[src/hdl/kvt_pkg.sv]
`default_nettype none

package kvt_pkg;

    // result kinds
    typedef enum logic [2:0] {
        K_KEY     = 3'd0,
        K_VALUE   = 3'd1,
        K_PAIR    = 3'd2,
        K_EOF     = 3'd3,
        K_ERROR   = 3'd4,
        K_FIN_OK  = 3'd5,
        K_FIN_ERR = 3'd6
    } t_kind;

    // parser states, one-hot
    typedef enum logic [11:0] {
        PS_BEFORE_KEY   = 12'b0000_0000_0001,
        PS_KEY          = 12'b0000_0000_0010,
        PS_AFTER_KEY    = 12'b0000_0000_0100,
        PS_BEFORE_VALUE = 12'b0000_0000_1000,
        PS_VALUE        = 12'b0000_0001_0000,
        PS_QKEY         = 12'b0000_0010_0000,
        PS_QVALUE       = 12'b0000_0100_0000,
        PS_QKEY_ESC     = 12'b0000_1000_0000,
        PS_QVALUE_ESC   = 12'b0001_0000_0000,
        PS_AFTER_VALUE  = 12'b0010_0000_0000,
        PS_COMMENT      = 12'b0100_0000_0000,
        PS_SECTION      = 12'b1000_0000_0000
    } t_pstate;

    // characters
    localparam logic [7:0] C_TAB     = 8'h09;
    localparam logic [7:0] C_LF      = 8'h0A;
    localparam logic [7:0] C_CR      = 8'h0D;
    localparam logic [7:0] C_SPACE   = 8'h20;
    localparam logic [7:0] C_QUOTE   = 8'h22;
    localparam logic [7:0] C_HASH    = 8'h23;
    localparam logic [7:0] C_EQUAL   = 8'h3D;
    localparam logic [7:0] C_LBRACK  = 8'h5B;
    localparam logic [7:0] C_BSLASH  = 8'h5C;
    localparam logic [7:0] C_RBRACK  = 8'h5D;
    localparam logic [7:0] C_LOWER_A = 8'h61;
    localparam logic [7:0] C_LOWER_Z = 8'h7A;
    localparam logic [7:0] CASE_GAP  = 8'h20;

    // stop words, element 0 is the first letter
    localparam logic [4:0][7:0] ERR_WORD = {8'h52, 8'h4F, 8'h52, 8'h52, 8'h45};
    localparam logic [2:0][7:0] EOF_WORD = {8'h46, 8'h4F, 8'h45};
    localparam logic [2:0]      ERR_LEN  = 3'd5;
    localparam logic [2:0]      EOF_LEN  = 3'd3;

    typedef struct packed {
        logic [7:0] text_byte;
        logic       finish;
    } t_in_item;

    typedef struct packed {
        t_kind      kind;
        logic [7:0] out_byte;
        logic       last;
    } t_out_item;

    // controller to datapath
    typedef struct packed {
        logic live;
        logic latch;
        logic emit_pair;
        logic emit_rep;
        logic emit_tail;
        logic commit;
    } t_cmd;

    // datapath to controller
    typedef struct packed {
        logic slot_free;
        logic has_pair;
        logic has_replay;
        logic has_tail;
        logic rep_last;
    } t_status;

    function automatic logic [7:0] upcase(input logic [7:0] c);
        if (c >= C_LOWER_A && c <= C_LOWER_Z) begin
            return c - CASE_GAP;
        end
        return c;
    endfunction

endpackage

`default_nettype wire

[src/hdl/kvt_ctrl.sv]
`default_nettype none

module kvt_ctrl (
    input  wire logic             i_clk,
    input  wire logic             i_rst_n,
    input  wire logic             i_in_valid,
    output logic                  o_in_ready,
    input  wire kvt_pkg::t_status i_status,
    output kvt_pkg::t_cmd         o_cmd
);

    typedef enum logic [2:0] {
        ST_IDLE   = 3'b001,
        ST_REPLAY = 3'b010,
        ST_TAIL   = 3'b100
    } t_state;

    t_state r_st, n_st;

    always_comb begin
        o_cmd      = '0;
        n_st       = r_st;
        o_in_ready = 1'b0;
        unique case (r_st)
            ST_IDLE: begin
                o_cmd.live = 1'b1;
                o_in_ready = i_status.slot_free;
                if (i_in_valid && i_status.slot_free) begin
                    o_cmd.latch = 1'b1;
                    if (i_status.has_pair) begin
                        o_cmd.emit_pair = 1'b1;
                        if (i_status.has_replay) begin
                            n_st = ST_REPLAY;
                        end else if (i_status.has_tail) begin
                            n_st = ST_TAIL;
                        end else begin
                            o_cmd.commit = 1'b1;
                        end
                    end else if (i_status.has_replay) begin
                        n_st = ST_REPLAY;
                    end else begin
                        o_cmd.emit_tail = i_status.has_tail;
                        o_cmd.commit    = 1'b1;
                    end
                end
            end
            ST_REPLAY: begin
                if (i_status.slot_free) begin
                    o_cmd.emit_rep = 1'b1;
                    if (i_status.rep_last) begin
                        if (i_status.has_tail) begin
                            n_st = ST_TAIL;
                        end else begin
                            o_cmd.commit = 1'b1;
                            n_st         = ST_IDLE;
                        end
                    end
                end
            end
            ST_TAIL: begin
                if (i_status.slot_free) begin
                    o_cmd.emit_tail = 1'b1;
                    o_cmd.commit    = 1'b1;
                    n_st            = ST_IDLE;
                end
            end
            default: begin
                n_st = ST_IDLE;
            end
        endcase
    end

    always_ff @(posedge i_clk) begin
        if (!i_rst_n) begin
            r_st <= ST_IDLE;
        end else begin
            r_st <= n_st;
        end
    end

endmodule

`default_nettype wire

[config.mk]
export PLATFORM = sky130hd
export DESIGN_NAME = kvt_ctrl
export DESIGN_NICKNAME = d
export VERILOG_FILES = /design/src/hdl/kvt_pkg.sv /design/src/hdl/kvt_ctrl.sv
export SDC_FILE = /design/constraint.sdc
export NUM_CORES = 1
export LEC_CHECK = 0
export ABC_CLOCK_PERIOD_IN_PS = 1450
export BUFFER_PORTS_ARGS = -buffer_cell sky130_fd_sc_hd__buf_2
export CORE_AREA = 2 2 39 41
export DETAILED_ROUTE_END_ITERATION = 8
export DIE_AREA = 0 0 41 43
export GPL_ROUTABILITY_DRIVEN = 0
export MAX_ROUTING_LAYER = met4
export PLACE_DENSITY = 0.5
export SLEW_MARGIN = 40
export SYNTH_ARGS = -nofsm -noshare
export SYNTH_HDL_FRONTEND = slang
export SYNTH_SLANG_ARGS = --single-unit
[constraint.sdc]
create_clock -name i_clk -period 1.45 [get_ports i_clk]
set_input_delay 0.29 -clock i_clk [delete_from_list [all_inputs] [get_ports i_clk]]
set_output_delay 0.29 -clock i_clk [all_outputs]
set_load 0.01 [all_outputs]
**After elaboration in Yosys (flattened, before gate mapping)**

Index checks and enable logic that the tools add are counted.

- Equality and inequality tests: 9
- Muxes and demuxes: 27
- Reduce and logical (&&, ||, !) cells: 2

Operator list:

| cell | count |
|---|---|
| 2-to-1 mux 3 bit | 10 |
| 2-to-1 mux 1 bit | 10 |
| case mux 3 bit (3 select lines) | 1 |
| 2-to-1 mux 2 bit | 4 |
| != test 2 bit (second input constant) | 4 |
| != test 3 bit (second input constant) | 2 |
| AND reduction 6 bit | 1 |
| equality test 3 x 1 -> 1 bit (second input constant) | 1 |
| equality test 3 x 2 -> 1 bit (second input constant) | 1 |
| equality test 3 bit (second input constant) | 1 |
| case mux 1 bit (3 select lines) | 1 |
| case mux 1 bit (2 select lines) | 1 |
| logical AND 1 bit | 1 |

- Bits of input ports: 8
- Word-level logic and storage cells: 39
- Output and inout bits: 7
- Flip-flop bits (word level): 3

**Depth between registers and ports, before layout**

- Word-level depth: 5
- Mapped depth: 5

**Least setup slack after synthesis**

OpenSTA, ideal clock, no wires.

- Kind: register -> output
- Start: reg r_st[1]
- End: out o_cmd[3] (netlist name)
- Data required time: 1.160 ns
- Arrival: 1.124 ns
- Slack: 0.036 ns
- Cell stages (with the launch flop): 6
- Buffers on the path: 1
- Path through: dfxtp_1 buf_6 nor3b_2 nand3_1 inv_1 and2_1

RTL lines:

| what | line | RTL |
|---|---|---|
| start: declaration | kvt_ctrl.sv:18 | `t_state r_st, n_st;` |
| start signal: assignment | kvt_ctrl.sv:77 | `r_st <= n_st;` |
| end: declaration | kvt_ctrl.sv:9 | `output kvt_pkg::t_cmd o_cmd` |

==> flow_metrics.tcl <==
set metrics [dict create \
    p_total_uw 361 \
    start_util_pct 24.3 \
    fill_cells 160 \
    die_h_um 43 \
    post-route-period-util_pct 110 \
    setup.worst_path.end_class "primary output" \
    start_kind "register" \
    layout_min_cycle_time_ps 1600 \
    p_leak_uw 0.000238 \
    reg.largest.list "r_st (3)" \
    drive_gt1_share_pct 53.8 \
    ir_drop_mv 0.271 \
    multi_input_area_um2 263 \
    cts-root-buf "clkbuf_4" \
    drcViolationCount 0 \
    setup_viol 4 \
    syn_inst 42 \
    grt_max_degree 8 \
    wirelength_um 996 \
    tritoncts "done" \
    hold-worst-slack_ps 346 \
    firstDrtPassIters 4 \
    path_buf_inv 1 \
    largest_reg_flops 3 \
    violations "negative setup slack" \
    numCtsBuffers 3 \
    clock-sinks 3 \
    ios 15 \
    ys_seq_area_share_pct 17.8 \
    rsz0062_at_grt "yes" \
    worst_pin_slew_ps 236 \
    via_count 403 \
    finalHoldViolations 0 \
    avgSynthCellArea_um2 8.01 \
    antenna_cells 0 \
    synth_cell_types 27 \
    cp.arrival_ps 1310 \
    critical_path.top_delay_family "flip-flops" \
    hold_class "in2reg" \
    wire_per_inst_um 12.3 \
    netlist_area_um2 337 \
    fp.dieW_um 41 \
    crit_type "reg2out" \
    clock_path_buffers 2 \
    area_growth_pct 55.8 \
    maxCapViolations 0 \
    final_nets 74 \
    insertion_delay_ps 230 \
    clock.fmax_mhz 626 \
    ys_seq_elements 3 \
    pwr-share-seq_pct 25.4 \
    syn_nets 50 \
    cts_hold_buf 0 \
    cts.htree.levels 1 \
    regArea_um2 63.8 \
    critPathSlowestCell "dfxtp_2" \
    p_int_uw 251 \
    antenna_found_initial 0 \
    grt_usage_pct 12.1 \
    fp-row-count 14 \
    yosys_warnings 0 \
    slew_headroom_pct 84.0 \
    grt_pass1_wl_um 1390 \
    largest_register "r_st" \
    die-area_um2 1760 \
    drv_slew 0 \
    port_buffers 14 \
    gr-total-overflow 0 \
    hpwl_um 759 \
    p_sw_share_pct 30.6 \
    final_util_pct 37.9 \
    switchingPower_uw 110 \
    combPwrFrac_pct 33.2 \
    fp.coreArea_um2 1380 \
    path_clk_slew_ps 40 \
    drtIter0Drc 3 \
    vias_per_cell 4.98 \
    power.share.clock_pct 41.4 \
    cts_setup_buffers 0 \
    cellPowerDensity_nw_per_um2 688 \
    grt_pass1_vias 351 \
    worstPathRequired_ps 1160 \
    finClkSkew_ps 1.86 \
    path_max_fanout 5 \
    setup_ws_ps -147 \
    slowest_delay_ps 340 \
    status "finished, violations left" \
    ant_nets 0 \
    path_cells "nor4bb_2 > a21oi_1 > o32ai_1 > buf_2" \
]
==> per-layer routing <==
layer | routed length [um] | vias to the layer above | global-route usage, %
met3 | 62 | 0 | 4.71
met4 | 0 | 0 | 4.00
li1 | - | 205 | -
met1 | 444 | 184 | 14.1
met2 | 489 | 14 | 18.4
met5 | 0 | - | -
==> placed cells by master, fill, tap and decap left out, types with 2 or more instances in the layout <==
cell type / n
buf_2: 13
nor4bb_2: 2
dfxtp_2: 3
a21oi_1: 4
nand3_1: 2
buf_6: 2
a32oi_1: 3
clkbuf_4: 3
nor2b_1: 2
nand2_1: 2
inv_1: 3
buf_4: 6
inv_2: 2
==> worst min-delay path, cell delays in order <==
cell and delay (ps):
buf_2 110, nand3_1 80, o31ai_1 60
==> Yosys cell counts, drive strengths merged <==
| library cell | n | area share, % |
|---|---|---|
| o31ai | 1 | 2.2 |
| o32a | 1 | 3.0 |
| nor4b | 1 | 4.5 |
| nand3 | 2 | 3.0 |
| or2b | 1 | 2.2 |
| nand2 | 2 | 2.2 |
| a21oi | 4 | 5.9 |
| dfxtp | 3 | 18 |
| and2b | 1 | 2.2 |
| buf | 2 | 6.7 |
| a32oi | 3 | 7.8 |
| inv | 5 | 5.6 |
| nor3b | 2 | 5.9 |
| nor4 | 1 | 1.9 |
| nand2b | 1 | 1.9 |
| nor3 | 2 | 4.5 |
| a21boi | 1 | 2.2 |
| a21o | 1 | 2.2 |
| nand3b | 1 | 2.2 |
| nor4bb | 2 | 5.9 |
| and2 | 1 | 1.9 |
| nor2b | 2 | 3.7 |
| o32ai | 1 | 2.6 |
| a31oi | 1 | 1.9 |
==> worst paths after layout <==
path                start  slack (ps)  cells past startpoint        to
setup / recovery  r_st[2]        -150                      4  o_cmd[0]
hold / removal    i_rst_n         350                      3   r_st[2]
setup reg to reg  r_st[0]         250                      4   r_st[0]
hold reg to reg   r_st[2]         670                      2   r_st[1]
==> through the flow <==
stage / setup slack (ps) / TNS, ps / cells / cell area [um2]
CTS: -137 / -338 / 81 / 490
detailed placement: 30.1 / 0 / 77 / 457
floorplan: 36.0 / 0 / 42 / 337
finish: -147 / -367 / 81 / 524
global placement: 18.6 / 0 / 77 / 457
global route: -232 / -752 / 81 / 524
==> what timing repair did <==
| action | in CTS | in global routing |
|---|---|---|
| endpoints found under the setup margin | 5 | 6 |
| gates resized for setup | 4 | 6 |
| pin swaps | 3 | 0 |
==> logic make-up after synthesis <==
family	share of synthesized area (%)
AND/OR/NAND/NOR	42.0
AO/OA/AOI/OAI	27.9
buffers and inverters	12.3
flip-flops	17.8
==> power groups by stage <==
stage | Clock (uW) | Combinational [uW] | Sequential, uW
finish | 149 | 120 | 91.9
global route | 163 | 132 | 92.3
CTS | 156 | 111 | 91.5
detailed placement | 0 | 110 | 91.8
global placement | 0 | 111 | 92.1
floorplan | 0 | 60.3 | 90.8
==> layout make-up <==
type / count / area share (%)
flip-flops and latches: 3 / 12.2
multi-input cells: 32 / 50.1
clock buffers: 4 / 5.01
well taps: 16 / 3.82
repair buffers: 21 / 25.3
inverters: 5 / 3.58
(Power assumes the default switching activity.)
